**config.mk**
```make
export PLATFORM = sky130hd
export DESIGN_NAME = three_lane_budget_drain_arbiter
export DESIGN_NICKNAME = d
export VERILOG_FILES = /design/src/rtl/tlbda_pkg.sv /design/src/rtl/tlbda_quota.sv /design/src/rtl/tlbda_engine.sv /design/src/rtl/three_lane_budget_drain_arbiter.sv
export SDC_FILE = /design/constraint.sdc
export NUM_CORES = 1
export LEC_CHECK = 0
export ABC_AREA = 1
export BUFFER_PORTS_ARGS = -buffer_cell sky130_fd_sc_hd__buf_2
export CAP_MARGIN = 30
export CORE_MARGIN = 4
export CORE_UTILIZATION = 35
export DETAILED_ROUTE_END_ITERATION = 16
export HOLD_SLACK_MARGIN = 0.03
export PLACE_DENSITY = 0.48
export SETUP_SLACK_MARGIN = 0.2
export SLEW_MARGIN = 20
export SYNTH_ARGS = -nofsm -noshare
export SYNTH_HDL_FRONTEND = slang
export SYNTH_HIERARCHICAL = 1
export SYNTH_SLANG_ARGS = --single-unit
```
**constraint.sdc**
```tcl
create_clock -name clk -period 6.8 [get_ports clk]
set_input_delay 1.02 -clock clk [delete_from_list [all_inputs] [get_ports clk]]
set_output_delay 1.02 -clock clk [all_outputs]
set_load 0.1 [all_outputs]
```
**src/rtl/tlbda_pkg.sv**
```systemverilog
// shared types and constants for the three lane budget drain arbiter
// no dependencies
`timescale 1ns / 1ps

package tlbda_pkg;

    // fixed field widths of the item ports
    localparam int IN_W   = 7;
    localparam int LANE_W = 2;

    // quota floors
    localparam int CQ_MIN = 4;
    localparam int NQ_MIN = 2;
    localparam int BQ_MIN = 1;

    // lane codes
    typedef enum logic [LANE_W-1:0] {
        LANE_CONTROL = 2'd0,
        LANE_NORMAL  = 2'd1,
        LANE_BULK    = 2'd2
    } lane_t;

    // sequencer states
    typedef enum logic [1:0] {
        SEQ_IDLE,
        SEQ_SETUP,
        SEQ_GRANT,
        SEQ_EMPTY
    } seq_state_t;

    // one result offered by the grant engine to the output register
    typedef struct packed {
        logic  valid;
        lane_t lane;
        logic  granted;
        logic  last;
    } emit_t;

endpackage

```
**src/rtl/tlbda_quota.sv**
```systemverilog
// quota and total-grant calculation from the latched budget and lane counts
// depends on tlbda_pkg
`timescale 1ns / 1ps

module tlbda_quota #(
    parameter int MAX_BUDGET = 64,
    parameter int LANE_DEPTH = 64
) (
    input  logic [$clog2(MAX_BUDGET+1)-1:0]                                 b,
    input  logic [$clog2(LANE_DEPTH+1)-1:0]                                 cw,
    input  logic [$clog2(LANE_DEPTH+1)-1:0]                                 nw,
    input  logic [$clog2(LANE_DEPTH+1)-1:0]                                 bw,
    input  logic                                                            unused_tie,
    output logic [(($clog2(MAX_BUDGET+1) > 3) ? $clog2(MAX_BUDGET+1) : 3)-1:0] cq,
    output logic [(($clog2(MAX_BUDGET+1) > 3) ? $clog2(MAX_BUDGET+1) : 3)-1:0] nq,
    output logic [(($clog2(MAX_BUDGET+1) > 3) ? $clog2(MAX_BUDGET+1) : 3)-1:0] bq,
    output logic [$clog2(MAX_BUDGET+1)-1:0]                                 total
);

    localparam int BW = $clog2(MAX_BUDGET + 1);
    localparam int WW = $clog2(LANE_DEPTH + 1);
    localparam int QW = (BW > 3) ? BW : 3;
    localparam int SW = ((WW + 2) > BW) ? (WW + 2) : BW;

    logic [QW-1:0]   b_q;
    logic [QW+2:0]   five_b;
    logic [QW+1:0]   three_b;
    logic [QW-1:0]   cq_raw;
    logic [QW-1:0]   nq_raw;
    logic [QW:0]     cq_nq;
    logic [QW-1:0]   bq_diff;
    logic [SW-1:0]   lane_sum;
    logic [SW-1:0]   b_wide;

    // five eighths and three eighths of the budget by shift and add
    always_comb
    begin
        b_q     = QW'(b);
        five_b  = ({3'b000, b_q} << 2) + {3'b000, b_q};
        three_b = ({2'b00, b_q} << 1) + {2'b00, b_q};
        cq_raw  = QW'(five_b >> 3);
        nq_raw  = QW'(three_b >> 3);
    end

    // floors on the control and normal quotas
    assign cq = (cq_raw < QW'(tlbda_pkg::CQ_MIN)) ? QW'(tlbda_pkg::CQ_MIN) : cq_raw;
    assign nq = (nq_raw < QW'(tlbda_pkg::NQ_MIN)) ? QW'(tlbda_pkg::NQ_MIN) : nq_raw;

    // bulk gets the remainder floored at BQ_MIN, or the budget when it is negative
    always_comb
    begin
        cq_nq   = {1'b0, cq} + {1'b0, nq};
        bq_diff = QW'({1'b0, b_q} - cq_nq);
        if ({1'b0, b_q} >= cq_nq)
        begin
            bq = (bq_diff < QW'(tlbda_pkg::BQ_MIN)) ? QW'(tlbda_pkg::BQ_MIN) : bq_diff;
        end
        else
        begin
            bq = b_q;
        end
    end

    // grants in all equal min(budget, messages waiting)
    always_comb
    begin
        lane_sum = SW'(cw) + SW'(nw) + SW'(bw);
        b_wide   = SW'(b);
        total    = (lane_sum > b_wide) ? b : BW'(lane_sum | {SW{unused_tie}});
    end

endmodule

```
**src/rtl/tlbda_engine.sv**
```systemverilog
// grant sequencer: walks the lanes one grant per cycle while the output is
// free, through one shared decrement path; depends on tlbda_pkg and tlbda_quota
`timescale 1ns / 1ps

module tlbda_engine #(
    parameter int MAX_BUDGET = 64,
    parameter int LANE_DEPTH = 64
) (
    input  logic                             clk,
    input  logic                             rst_n,
    input  logic                             start,
    input  logic [$clog2(MAX_BUDGET+1)-1:0]  b_in,
    input  logic [$clog2(LANE_DEPTH+1)-1:0]  cw_in,
    input  logic [$clog2(LANE_DEPTH+1)-1:0]  nw_in,
    input  logic [$clog2(LANE_DEPTH+1)-1:0]  bw_in,
    input  logic                             out_free,
    output logic                             busy,
    output tlbda_pkg::emit_t                 emit
);

    localparam int BW = $clog2(MAX_BUDGET + 1);
    localparam int WW = $clog2(LANE_DEPTH + 1);
    localparam int QW = (BW > 3) ? BW : 3;

    tlbda_pkg::seq_state_t state_reg, state_next;
    tlbda_pkg::lane_t      lane_reg, lane_next;
    logic                  spill_reg, spill_next;
    logic [QW-1:0]         cap_reg, cap_next;
    logic [BW-1:0]         rem_reg, rem_next;
    logic [BW-1:0]         b_reg, b_next;
    logic [WW-1:0]         cw_reg, cw_next;
    logic [WW-1:0]         nw_reg, nw_next;
    logic [WW-1:0]         bw_reg, bw_next;
    logic [QW-1:0]         nq_reg, nq_next;
    logic [QW-1:0]         bq_reg, bq_next;

    logic [QW-1:0]         cq_c, nq_c, bq_c;
    logic [BW-1:0]         total_c;
    logic [WW-1:0]         wsel;
    logic [WW-1:0]         wsel_dec;
    logic                  can_grant;

    // quotas and grant total from the latched request
    tlbda_quota #(
        .MAX_BUDGET (MAX_BUDGET),
        .LANE_DEPTH (LANE_DEPTH)
    ) u_quota (
        .b          (b_reg),
        .cw         (cw_reg),
        .nw         (nw_reg),
        .bw         (bw_reg),
        .unused_tie (1'b0),
        .cq         (cq_c),
        .nq         (nq_c),
        .bq         (bq_c),
        .total      (total_c)
    );

    // sequencer state
    always_ff @(posedge clk or negedge rst_n)
    begin
        if (!rst_n)
        begin
            state_reg <= tlbda_pkg::SEQ_IDLE;
            lane_reg  <= tlbda_pkg::LANE_CONTROL;
            spill_reg <= 1'b0;
        end
        else
        begin
            state_reg <= state_next;
            lane_reg  <= lane_next;
            spill_reg <= spill_next;
        end
    end

    // counters and latched request
    always_ff @(posedge clk)
    begin
        cap_reg <= cap_next;
        rem_reg <= rem_next;
        b_reg   <= b_next;
        cw_reg  <= cw_next;
        nw_reg  <= nw_next;
        bw_reg  <= bw_next;
        nq_reg  <= nq_next;
        bq_reg  <= bq_next;
    end

    // selected lane count and its shared decrement
    always_comb
    begin
        case (lane_reg)
            tlbda_pkg::LANE_CONTROL: wsel = cw_reg;
            tlbda_pkg::LANE_NORMAL:  wsel = nw_reg;
            tlbda_pkg::LANE_BULK:    wsel = bw_reg;
            default:                 wsel = '0;
        endcase
        wsel_dec  = wsel - WW'(1);
        can_grant = (spill_reg || (cap_reg != '0)) && (wsel != '0) && (rem_reg != '0);
    end

    // next state and offered result
    always_comb
    begin
        state_next   = state_reg;
        lane_next    = lane_reg;
        spill_next   = spill_reg;
        cap_next     = cap_reg;
        rem_next     = rem_reg;
        b_next       = b_reg;
        cw_next      = cw_reg;
        nw_next      = nw_reg;
        bw_next      = bw_reg;
        nq_next      = nq_reg;
        bq_next      = bq_reg;
        emit.valid   = 1'b0;
        emit.lane    = lane_reg;
        emit.granted = 1'b1;
        emit.last    = (rem_reg == BW'(1));

        case (state_reg)
            tlbda_pkg::SEQ_IDLE:
            begin
                if (start)
                begin
                    b_next     = b_in;
                    cw_next    = cw_in;
                    nw_next    = nw_in;
                    bw_next    = bw_in;
                    state_next = tlbda_pkg::SEQ_SETUP;
                end
            end
            tlbda_pkg::SEQ_SETUP:
            begin
                cap_next   = cq_c;
                nq_next    = nq_c;
                bq_next    = bq_c;
                rem_next   = total_c;
                lane_next  = tlbda_pkg::LANE_CONTROL;
                spill_next = 1'b0;
                state_next = (total_c == '0) ? tlbda_pkg::SEQ_EMPTY : tlbda_pkg::SEQ_GRANT;
            end
            tlbda_pkg::SEQ_GRANT:
            begin
                if (can_grant)
                begin
                    // one grant from the current lane
                    if (out_free)
                    begin
                        emit.valid = 1'b1;
                        rem_next   = rem_reg - BW'(1);
                        cap_next   = cap_reg - QW'(1);
                        case (lane_reg)
                            tlbda_pkg::LANE_CONTROL: cw_next = wsel_dec;
                            tlbda_pkg::LANE_NORMAL:  nw_next = wsel_dec;
                            tlbda_pkg::LANE_BULK:    bw_next = wsel_dec;
                            default:                 cw_next = cw_reg;
                        endcase
                        if (rem_reg == BW'(1))
                        begin
                            state_next = tlbda_pkg::SEQ_IDLE;
                        end
                    end
                end
                else
                begin
                    // move on to the next lane, wrapping into the leftover pass
                    case (lane_reg)
                        tlbda_pkg::LANE_CONTROL:
                        begin
                            lane_next = tlbda_pkg::LANE_NORMAL;
                            cap_next  = nq_reg;
                        end
                        tlbda_pkg::LANE_NORMAL:
                        begin
                            lane_next = tlbda_pkg::LANE_BULK;
                            cap_next  = bq_reg;
                        end
                        default:
                        begin
                            lane_next  = tlbda_pkg::LANE_CONTROL;
                            spill_next = 1'b1;
                        end
                    endcase
                    // nothing left to grant anywhere
                    if (rem_reg == '0)
                    begin
                        state_next = tlbda_pkg::SEQ_IDLE;
                    end
                end
            end
            tlbda_pkg::SEQ_EMPTY:
            begin
                emit.lane    = tlbda_pkg::LANE_CONTROL;
                emit.granted = 1'b0;
                emit.last    = 1'b1;
                if (out_free)
                begin
                    emit.valid = 1'b1;
                    state_next = tlbda_pkg::SEQ_IDLE;
                end
            end
            default:
            begin
                state_next = tlbda_pkg::SEQ_IDLE;
            end
        endcase
    end

    assign busy = (state_reg != tlbda_pkg::SEQ_IDLE);

endmodule

```
**src/rtl/three_lane_budget_drain_arbiter.sv**
```systemverilog
// top level of the three lane budget drain arbiter: input saturation,
// grant engine and output register; depends on tlbda_pkg and tlbda_engine
//
//   channel   signals                                             dir   handshake
//   request   budget control_waiting normal_waiting bulk_waiting  in    in_valid / in_stall
//   result    lane granted last                                   out   out_valid / out_stall
//
// after the accept a request goes through a setup state and then the grant
// state, which passes over each lane that cannot grant and returns to idle
// after the last grant; the grant sequencer emits at most one result per cycle
// a request that grants nothing gives one empty result
// in_stall is high from the accept until the last result enters the output
// register; out_stall holds the output register and pauses the sequencer
// rst_n clears the sequencer and the output valid flag asynchronously
`timescale 1ns / 1ps

module three_lane_budget_drain_arbiter #(
    parameter int MAX_BUDGET = 64,
    parameter int LANE_DEPTH = 64
) (
    input  logic                         clk,
    input  logic                         rst_n,
    input  logic                         in_valid,
    output logic                         in_stall,
    input  logic [tlbda_pkg::IN_W-1:0]   budget,
    input  logic [tlbda_pkg::IN_W-1:0]   control_waiting,
    input  logic [tlbda_pkg::IN_W-1:0]   normal_waiting,
    input  logic [tlbda_pkg::IN_W-1:0]   bulk_waiting,
    output logic                         out_valid,
    input  logic                         out_stall,
    output logic [tlbda_pkg::LANE_W-1:0] lane,
    output logic                         granted,
    output logic                         last
);

    localparam int BW = $clog2(MAX_BUDGET + 1);
    localparam int WW = $clog2(LANE_DEPTH + 1);

    logic             in_accept;
    logic             busy;
    logic             out_free;
    logic [BW-1:0]    b_sat;
    logic [WW-1:0]    cw_sat;
    logic [WW-1:0]    nw_sat;
    logic [WW-1:0]    bw_sat;
    tlbda_pkg::emit_t emit;

    logic                         out_valid_reg, out_valid_next;
    logic [tlbda_pkg::LANE_W-1:0] lane_reg, lane_next;
    logic                         granted_reg, granted_next;
    logic                         last_reg, last_next;

    // clamp each field to its range
    always_comb
    begin
        b_sat  = (budget > tlbda_pkg::IN_W'(MAX_BUDGET)) ? BW'(MAX_BUDGET) : budget[BW-1:0];
        cw_sat = (control_waiting > tlbda_pkg::IN_W'(LANE_DEPTH)) ?
                 WW'(LANE_DEPTH) : control_waiting[WW-1:0];
        nw_sat = (normal_waiting > tlbda_pkg::IN_W'(LANE_DEPTH)) ?
                 WW'(LANE_DEPTH) : normal_waiting[WW-1:0];
        bw_sat = (bulk_waiting > tlbda_pkg::IN_W'(LANE_DEPTH)) ?
                 WW'(LANE_DEPTH) : bulk_waiting[WW-1:0];
    end

    assign in_stall  = busy;
    assign in_accept = in_valid && !busy;
    assign out_free  = !out_valid_reg || !out_stall;

    // grant sequencer
    tlbda_engine #(
        .MAX_BUDGET (MAX_BUDGET),
        .LANE_DEPTH (LANE_DEPTH)
    ) u_engine (
        .clk      (clk),
        .rst_n    (rst_n),
        .start    (in_accept),
        .b_in     (b_sat),
        .cw_in    (cw_sat),
        .nw_in    (nw_sat),
        .bw_in    (bw_sat),
        .out_free (out_free),
        .busy     (busy),
        .emit     (emit)
    );

    // output register load and drain
    always_comb
    begin
        out_valid_next = out_valid_reg;
        lane_next      = lane_reg;
        granted_next   = granted_reg;
        last_next      = last_reg;
        if (out_free)
        begin
            out_valid_next = emit.valid;
            if (emit.valid)
            begin
                lane_next    = emit.lane;
                granted_next = emit.granted;
                last_next    = emit.last;
            end
        end
    end

    always_ff @(posedge clk or negedge rst_n)
    begin
        if (!rst_n)
        begin
            out_valid_reg <= 1'b0;
        end
        else
        begin
            out_valid_reg <= out_valid_next;
        end
    end

    always_ff @(posedge clk)
    begin
        lane_reg    <= lane_next;
        granted_reg <= granted_next;
        last_reg    <= last_next;
    end

    assign out_valid = out_valid_reg;
    assign lane      = lane_reg;
    assign granted   = granted_reg;
    assign last      = last_reg;

endmodule

```
==> metrics.md, run 1 <==
| Metric | Value |
|---|---|
| Result of the run | `finished clean` |
| Register Area | `slightly below 2000 um2` |
| Cell count after synthesis | `just under 800` |
| Core area | `16060 um2` |
| Wire length of the first global-routing pass | `24.90 mm` |
| Max clock buf depth | `2` |
| Final cell area excluding filler cells | `6452 um2` |
| Most repeated cell in the gate-level netlist after synthesis | `nand2_1` |
| Number of port buffers | `37` |
| Post-synthesis simple-gate area fraction | `about a third` |
| Clock tree from TritonCTS | `built` |
| Via/cell ratio | `a little under 5` |
| Worst reg2reg path startpoint | `u_engine/b_reg[2]$_DFFE_PP_` |
| Category of the most critical setup path | `flop to flop` |
| Combinational family with the most area after synthesis | `simple AND/OR/NAND/NOR gates` |
| Average footprint of a synthesized cell | `7.472 um2` |
| Capture point of the worst reg-to-reg path | `u_engine/bq_reg[0]$_DFFE_PP_` |
| Synthesis warning total | `6` |
| Number of nets still failing antenna checks after routing | `0` |
| Max Freq | `around 0.22 GHz` |
| Adder-cell area share of the yosys netlist | `between 10% and 20%` |
| Critical path data required time | `slightly below 7 ns` |
| Boundary pin count | `38` |
| Shortest clock period the worst path allows after layout | `about 4.5 ns` |
| Layout cells sized above 1 | `about an eighth` |
| Slew @ Worst Pin | `~0.82 ns` |
| DRT Pass-1 Iters | `5` |
| Area growth syn-to-layout | `11.14%` |
| Post-synthesis mux area share | `0%` |
| Hold-fix buffers, CTS | `0` |
| Setup-failing EPs final | `0` |
| Distinct cell type count after synthesis | `47` |
| Top flip-flop cell by instance count after synthesis | `edfxtp_1` |
| Complex-gate fraction of the synthesized area | `6.897%` |
| Starting density of the core | `36.15%` |
| Inserted Diodes | `0` |
| Leading cell types by count after synthesis | `250 x nand2_1, 120 x inv_1, 67 x nand3_1, 62 x nor2_1, 60 x edfxtp_1` |
| Post-Synth XOR/XNOR Area | `about 2.9%` |
| # Max-Cap Violations | `0` |
| Worst max-slew margin expressed relative to the limit | `45.44%` |
| Critical path startpoint category | `flop` |
| Routability congestion estimate from global placement | `0.8695` |
| Internal reg-to-reg setup slack | `2.25 ns` |
| Ratio of final minimum period to clock period | `66.90%` |
| Clock sink count | `66` |
| Largest clock skew in the final design | `0.005527 ns` |
| Largest cells by area after synthesis | `edfxtp_1 31%, nand2_1 16%, ha_1 10%, inv_1 7.8%, nand3_1 5.8%` |
| Class of the tightest hold or removal check | `input pin to asynchronous set/reset pin` |
| Latest clock arrival within the worst-skew pair | `0.34 ns` |
| Number of enable flip-flop cells after synthesis | `60` |
| Total negative setup slack | `0 ns` |
| Max H-tree Level | `3` |
| Initial DRC Count | `between 300 and 400` |
| Via Count | `roughly 5000` |
| DP HPWL | `12.19 mm` |
| Number of nets in the final layout | `around 900` |
| Netlist area before placement | `5806 um2` |
| Worst-path clk slew | `around 0.050 ns` |
| Die Area | `about 19000 um2` |
| Total global routing track utilization | `between 10% and 20%` |
| Number of setup buffers added after CTS | `0` |
| Die extent in x | `136.8 um` |
| Share of flip-flops with an asynchronous set or reset after synthesis | `slightly above 9%` |
| Avg WL per Cell | `roughly 15 um` |
| Clk Tree Root Cell | `clkbuf_16` |
| Total congestion overflow | `0` |
| Post-synthesis sequential area ratio | `roughly a third` |
| Number of remaining DRC errors | `0` |
| Overall routed net length | `roughly 15 mm` |
| Number of instances resized during post-cts repair | `0` |
| Area share of the leading cell type in the synthesized netlist | `31.03%` |
| Site row count | `46` |
| Filler Cell Count | `around 1700` |
| Critical Path Fanout Max | `11` |
| Flip-flop and latch count after synthesis | `66` |
| Area of the multi-input gates | `~3300 um2` |
| Max-slew violation count | `0` |
| Maximum number of pins on one net before global-route repair | `48` |
| Worst Path Arrival | `about 4.6 ns` |
| Top cell type by total area after synthesis | `edfxtp_1` |
| Die span in y | `between 100 and 150 um` |
| RSZ-0062 raised after global routing | `no` |
| Fin. Hold Viols | `0` |
| Antenna violations before repair | `0` |
| Depth of the worst register-to-register path | `27` |
| Total clock buffers created by CTS | `9` |
| Worst setup EP type | `flop` |
| DP Area | `6186 um2` |
| Number of global-route vias before repair | `~5000` |
[logic make-up after synthesis]
family                   after synthesis
XOR/XNOR                              19
AND/OR/NAND/NOR                      431
AO/OA/AOI/OAI                         60
other                                  2
flip-flops                            66
adder cells (fa/ha/maj)               58
buffers and inverters                141
[metrics by stage]
step | util [%] | cells | hold WS [ns] | setup slack, ns
after global routing | 40.18 | 1034 | 0.5073 | 1.861
final | 40.18 | 1034 | 0.5001 | 2.251
after detailed placement | 38.52 | 1018 | 0.5332 | 2.278
after CTS | 40.18 | 1034 | 0.4948 | 2.269
after global placement | 38.52 | 1018 | 0.5009 | 2.446
after floorplan | - | 779 | 0.4719 | 2.793
[layout by cell type (no fill, tap or decap), types with 2 or more instances in the layout]
| cell type | instances |
|---|---|
| a21oi_1 | 27 |
| buf_2 | 37 |
| buf_4 | 2 |
| clkbuf_1 | 3 |
| clkbuf_16 | 9 |
| conb_1 | 4 |
| dfrtp_1 | 6 |
| edfxtp_1 | 60 |
| fa_1 | 11 |
| ha_1 | 47 |
| inv_1 | 120 |
| inv_2 | 3 |
| inv_4 | 2 |
| nand2_1 | 250 |
| nand2_2 | 5 |
| nand2_4 | 5 |
| nand3_1 | 67 |
| nand3_2 | 6 |
| nand4_1 | 13 |
| nor2_1 | 62 |
| nor2_2 | 6 |
| nor3_1 | 3 |
| nor4_1 | 2 |
| o21ai_0 | 14 |
| o21ai_2 | 6 |
| o21ai_4 | 2 |
| o21bai_1 | 2 |
| or2_2 | 6 |
| xnor2_1 | 12 |
| xor2_1 | 7 |
[worst max path at each step]
stage	startpoint	endpoint	slack (ns)	cells after the start
final	u_engine/b_reg[2]$_DFFE_PP_	u_engine/bq_reg[0]$_DFFE_PP_	2.25	27
after global routing	u_engine/b_reg[2]$_DFFE_PP_	u_engine/bq_reg[2]$_DFFE_PP_	1.86	27
after CTS	u_engine/b_reg[2]$_DFFE_PP_	u_engine/bq_reg[0]$_DFFE_PP_	2.27	27
after detailed placement	u_engine/b_reg[2]$_DFFE_PP_	u_engine/bq_reg[0]$_DFFE_PP_	2.28	27
after global placement	u_engine/b_reg[2]$_DFFE_PP_	u_engine/bq_reg[0]$_DFFE_PP_	2.45	27
after floorplan	u_engine/b_reg[2]$_DFFE_PP_	u_engine/bq_reg[5]$_DFFE_PP_	2.79	27
[worst max-delay path, stage by stage (launching register included)]
cell,delay (ns)
edfxtp_1,0.56
nand2_1,0.20
inv_1,0.09
fa_1,0.39
nand3_1,0.10
nand2_1,0.09
xnor2_1,0.21
nand2_1,0.07
nor2_1,0.09
nand3_1,0.11
nand2_1,0.10
inv_1,0.06
ha_1,0.22
fa_1,0.42
nand3_1,0.09
nand2_1,0.08
a21o_1,0.16
a21oi_1,0.16
xor2_1,0.17
ha_1,0.27
nand3_1,0.09
nor2_1,0.05
nor2_1,0.12
nand2_2,0.08
nand2_4,0.13
inv_2,0.07
nand2_1,0.06
nand2_1,0.05
[layout make-up]
class / instances / share of cell area [%]
Multi-Input combinational cell: 572 / 50.98
Sequential cell: 66 / 30.25
Inverter: 125 / 7.349
Tap cell: 216 / 4.188
Clock buffer: 13 / 3.878
Timing Repair Buffer: 39 / 3.103
Clock inverter: 3 / 0.2521
[per-layer routing]
metal / vias up / part of all wire [%] / GRT usage (%) / routed length, um
met5: - / 0 / 0 / 0
met4: 0 / 2.1 / 6.153 / 309
met1: 2323 / 47 / 21.86 / 7080
li1: 2552 / - / - / -
met3: 26 / 2.7 / 2.757 / 406
met2: 90 / 48 / 29.27 / 7231
Power of run 1 is left out: the tool's default activity adds up to more than one toggle a clock period on the data nets, which glitch-free logic cannot reach.
==> run 2, diff against run 1 <==
- clock period: 6.8 -> 4.25 ns (I/O delays scaled with it)
==> run 2 against run 1 <==
  * Worst hold slack worse by 0.37 ns
  * Sequential cell count is the same
  * Sequential share of layout area fell by 2.7 points
  * Highest routed layer unchanged
  * Critical path type unchanged
  * Critical endpoint is now u_engine/bq_reg[5]$_DFFE_PP_
  * Design area is 9.9% higher
  * Core utilization rose by 4.0 points
==> metrics.md, run 2 (synthesized netlist as in run 1, its figures left out) <==
| Metric | Value |
|---|---|
| Maximum number of pins on one net before global-route repair | `47` |
| Total negative setup slack | `0 ns` |
| # Max-Cap Violations | `0` |
| Clock tree from TritonCTS | `built` |
| Result of the run | `finished clean` |
| Total clock buffers created by CTS | `9` |
| Biggest cell delay along the critical path | `0.44 ns` |
| Buffers and inverters on the worst path | `4` |
| Latest clock arrival within the worst-skew pair | `roughly 0.34 ns` |
| Fin. Hold Viols | `0` |
| Via/cell ratio | `4.691` |
| Area growth syn-to-layout | `22.20%` |
| Category of the most critical setup path | `flop to flop` |
| Die span in y | `around 140 um` |
| Site row count | `46` |
| Boundary pin count | `38` |
| Overall routed net length | `15.24 mm` |
| Clk Tree Root Cell | `clkbuf_16` |
| Category of cells accounting for the largest share of critical-path delay | `adder cells` |
| Hold-fix buffers, CTS | `0` |
| Cell with the largest stage delay on the worst path | `edfxtp_1` |
| Number of nets in the final layout | `942` |
| DRT Pass-1 Iters | `4` |
| Total congestion overflow | `0` |
| Most common cell after layout, fill and taps aside | `nand2_1` |
| Number of remaining DRC errors | `0` |
| DP Area | `roughly 6300 um2` |
| Worst Path Arrival | `4.12 ns` |
| Total global routing track utilization | `approximately 17%` |
| Final design utilization | `44.18%` |
| Max-slew violation count | `0` |
| Clock sink count | `66` |
| Largest clock skew in the final design | `between 0.009 and 0.01 ns` |
| Number of global-route vias before repair | `5028` |
| Die Area | `18710 um2` |
| Worst-path clk slew | `about 0.06 ns` |
| Initial DRC Count | `approximately 220` |
| Critical path data required time | `4.33 ns` |
| Max Freq | `approximately 0.25 GHz` |
| Layout cells sized above 1 | `between 20% and 30%` |
| Shortest clock period the worst path allows after layout | `between 4 and 5 ns` |
| Inserted Diodes | `0` |
| Routability congestion estimate from global placement | `between 0.8 and 0.9` |
| CP most frequent cell | `nand2_2` |
| RSZ-0062 raised after global routing | `yes` |
| Max H-tree Level | `3` |
| Slew @ Worst Pin | `roughly 0.81 ns` |
| Worst max-slew margin expressed relative to the limit | `between 40% and 50%` |
| Die extent in x | `approximately 140 um` |
| Critical path startpoint category | `flop` |
| Starting density of the core | `between 30% and 40%` |
| Antenna violations before repair | `0` |
| Core area | `16060 um2` |
| Setup-failing EPs final | `0` |
| Max clock buf depth | `2` |
| Worst setup EP type | `flop` |
| Number of port buffers | `37` |
| Ratio of final minimum period to clock period | `between 90 and 100%` |
| Number of nets still failing antenna checks after routing | `0` |
| Critical Path Fanout Max | `6` |
| DP HPWL | `~12 mm` |
| Most frequent cells in the layout | `229 x nand2_1, 116 x inv_1, 60 x nor2_1, 60 x nand3_1, 60 x edfxtp_1` |
| Wire length of the first global-routing pass | `about 25 mm` |
| Via Count | `just over 5000` |
| Class of the tightest hold or removal check | `input pin to asynchronous set/reset pin` |
| Post-route worst hold slack | `roughly 0.13 ns` |
| Avg WL per Cell | `about 14 um` |
| Final cell area excluding filler cells | `roughly 7100 um2` |
-- run 2: final timing paths --
check                                               start                          endpoint  slack (ns)  cells past startpoint
max reg2reg                   u_engine/b_reg[2]$_DFFE_PP_      u_engine/bq_reg[5]$_DFFE_PP_        0.22                     25
min in group clk           u_engine/spill_reg$_DFFE_PN0P_    u_engine/spill_reg$_DFFE_PN0P_        0.51                      2
min                                                 rst_n  u_engine/lane_reg[1]$_DFFE_PN0P_        0.13                      1
max                           u_engine/b_reg[2]$_DFFE_PP_      u_engine/bq_reg[5]$_DFFE_PP_        0.22                     25
min reg2reg                u_engine/spill_reg$_DFFE_PN0P_    u_engine/spill_reg$_DFFE_PN0P_        0.51                      2
max in group asynchronous                           rst_n             out_valid$_DFFE_PN0P_        3.97                      1
-- run 2: layout make-up --
cell class              count  area [um2]
fillers                  1648        8964
multi-input cells         573        3616
flip-flops and latches     66        1952
repair buffers             77       509.2
inverters                 125       476.7
well taps                 216       270.3
clock buffers              10       229.0
clock inverters             6       41.29
-- run 2: metrics by stage --
step / cells / setup WS [ns]
6_report: 1073 / 0.2187
2_1_floorplan: 779 / 0.2434
5_1_grt: 1073 / -0.07078
3_5_place_dp: 1033 / -0.04115
4_1_cts: 1061 / 0.2063
3_3_place_gp: 1033 / 0.05776
-- run 2: timing repair --
action / in CTS / in global routing
setup buffers: 11 / 12
pin swaps: 7 / 40
endpoints found under the hold margin: 0 / 0
gates cloned: 1 / 0
endpoints found under the setup margin: 8 / 8
resized for setup: 18 / 57
-- run 2: routing by layer --
metal	vias up	track usage [%]	wire length, um
li1	2632	-	-
met1	2311	22.33	7042
met2	69	29.00	7541
met3	21	2.904	346
met4	0	5.765	310
met5	-	0	0
Power of run 2 is left out for the same reason.
==> run 3, diff against run 2 <==
- BUFFER_PORTS_ARGS: -buffer_cell sky130_fd_sc_hd__buf_2 -> unset
- DONT_BUFFER_PORTS: unset -> 1
- PLACE_DENSITY: 0.48 -> 0.46
==> run 3 against run 2 <==
  * Core utilization shrank 0.19 points
  * Maximum frequency decreased by 1.8%
  * Sequential share of layout area increased by 0.12 points
  * Sequential cell count is the same
  * Design area down 0.42%
  * Global-route usage increased by 0.18 points
  * Non-clock buffer count is 26 lower
  * First-iteration DRC count decreased by 11%
  * Worst hold slack better by 0.27 ns
  * Register-to-register slack got worse by 0.07 ns
  * Critical path type unchanged
  * Critical endpoint unchanged
==> metrics.md, run 3 (synthesized netlist as in run 1, its figures left out) <==
| Metric | Value |
|---|---|
| Latest clock arrival within the worst-skew pair | `between 0.3 and 0.4 ns` |
| Number of nets in the final layout | `916` |
| Clock tree from TritonCTS | `built` |
| Critical path startpoint category | `flop` |
| Worst setup EP type | `flop` |
| Setup-failing EPs final | `0` |
| Core area | `16060 um2` |
| Max-slew violation count | `0` |
| Critical path data required time | `about 4.3 ns` |
| Starting density of the core | `36.15%` |
| Wire length of the first global-routing pass | `between 20 and 30 mm` |
| Number of remaining DRC errors | `0` |
| Final design utilization | `43.99%` |
| Inserted Diodes | `0` |
| Antenna violations before repair | `0` |
| Die span in y | `136.8 um` |
| # Max-Cap Violations | `0` |
| Site row count | `46` |
| Fin. Hold Viols | `0` |
| Die Area | `about 19000 um2` |
| Boundary pin count | `38` |
| Area growth syn-to-layout | `21.68%` |
| Global routing met1 resource utilization | `between 20 and 25%` |
| Via Count | `5102` |
| Number of nets still failing antenna checks after routing | `0` |
| Overall routed net length | `around 16 mm` |
| Largest clock skew in the final design | `between 0.008 and 0.009 ns` |
| Most common cell after layout, fill and taps aside | `nand2_1` |
| Avg WL per Cell | `between 15 and 20 um` |
| Number of port buffers | `0` |
| Worst Path Arrival | `4.19 ns` |
| Maximum number of pins on one net before global-route repair | `46` |
| Category of the most critical setup path | `flop to flop` |
| Most frequent cells in the layout | `225 x nand2_1, 114 x inv_1, 60 x nand3_1, 60 x edfxtp_1, 58 x nor2_1` |
| Ratio of final minimum period to clock period | `a little under 100%` |
| Worst max-slew margin expressed relative to the limit | `just under 40%` |
| DRT Pass-1 Iters | `5` |
| Total congestion overflow | `0` |
| Max H-tree Level | `3` |
| Result of the run | `finished clean` |
| Total global routing track utilization | `17.35%` |
| Class of the tightest hold or removal check | `input pin to flop` |
| Initial DRC Count | `around 200` |
| Met2 routing resource usage after global routing | `30.12%` |
| Critical Path Fanout Max | `6` |
| Layout cells sized above 1 | `~22%` |
| RSZ-0062 raised after global routing | `yes` |
| Final cell area excluding filler cells | `roughly 7000 um2` |
| Total clock buffers created by CTS | `9` |
| Clock sink count | `66` |
| Routability congestion estimate from global placement | `0.8750` |
| Internal reg-to-reg setup slack | `around 0.15 ns` |
| DP Area | `slightly above 6000 um2` |
| Met3 routing resource usage after global routing | `2.831%` |
| Number of global-route vias before repair | `5103` |
| Slew @ Worst Pin | `roughly 0.9 ns` |
| Shortest clock period the worst path allows after layout | `slightly above 4 ns` |
| Worst-path clk slew | `~0.060 ns` |
| GR peak layer | `met2` |
| Via/cell ratio | `4.873` |
| Max Freq | `0.2436 GHz` |
| Post-route worst hold slack | `roughly 0.40 ns` |
| DP HPWL | `approximately 12 mm` |
| Max clock buf depth | `2` |
| Clk Tree Root Cell | `clkbuf_16` |
| Die extent in x | `between 100 and 150 um` |
[run 3: critical path: stages, from the launching register on]
cell	delay [ns]
edfxtp_1	0.51
buf_6	0.18
ha_4	0.23
a21oi_2	0.16
nand2_2	0.10
xnor2_2	0.16
nand2_1	0.08
nor2_2	0.11
nand3_2	0.10
nand2_2	0.08
inv_2	0.05
ha_4	0.16
fa_2	0.37
nand3_2	0.08
nand2_2	0.06
a21o_1	0.21
a21oi_2	0.15
xor2_1	0.16
ha_1	0.26
nand3_1	0.07
nor2_1	0.05
nor2_1	0.12
nand2_2	0.10
nand2_4	0.12
buf_4	0.12
o21ai_2	0.05
[run 3: timing repair]
action                                  CTS  global route
buffers inserted                         12            18
hold buffers                              1             0
pin swaps                                 7            37
cloned                                    1             0
gates resized for setup                  24            63
endpoints found under the hold margin     6             0
endpoints found under the setup margin    8             8
[run 3: final timing paths]
kind | startpoint | depth (start not counted) | endpoint
worst max-delay path | u_engine/b_reg[3]$_DFFE_PP_ | 25 | u_engine/bq_reg[5]$_DFFE_PP_
max in group asynchronous | rst_n | 1 | u_engine/spill_reg$_DFFE_PN0P_
min in group asynchronous | rst_n | 1 | out_valid$_DFFE_PN0P_
worst min-delay path | budget[6] | 0 | u_engine/b_reg[6]$_DFFE_PP_
worst min register to register | u_engine/spill_reg$_DFFE_PN0P_ | 2 | u_engine/spill_reg$_DFFE_PN0P_
worst max register to register | u_engine/b_reg[3]$_DFFE_PP_ | 25 | u_engine/bq_reg[5]$_DFFE_PP_
[run 3: layout make-up]
class	instances	area, um2
Multi-Input combinational cell	573	3666
Clock inverter	7	67.56
Sequential cell	66	1952
Timing Repair Buffer	51	404.1
Inverter	125	479.2
Fill cell	1657	8994
Tap cell	216	270.3
Clock buffer	9	225.2
[run 3: routing by layer]
metal  routed length [um]  vias to the layer above
met5                    0                        -
met4                  534                        0
met3                  496                       33
met2                 7712                       86
met1                 7122                     2406
li1                     -                     2577
[run 3: metrics by stage]
stage	setup TNS, ns	cells	setup slack, ns
after floorplan	0	779	0.2434
after global placement	0	999	0.1032
after detailed placement	-0.2325	999	-0.05949
after CTS	0	1029	0.2026
after global routing	-0.2489	1047	-0.04539
final	0	1047	0.1454
Power of run 3 is left out for the same reason.
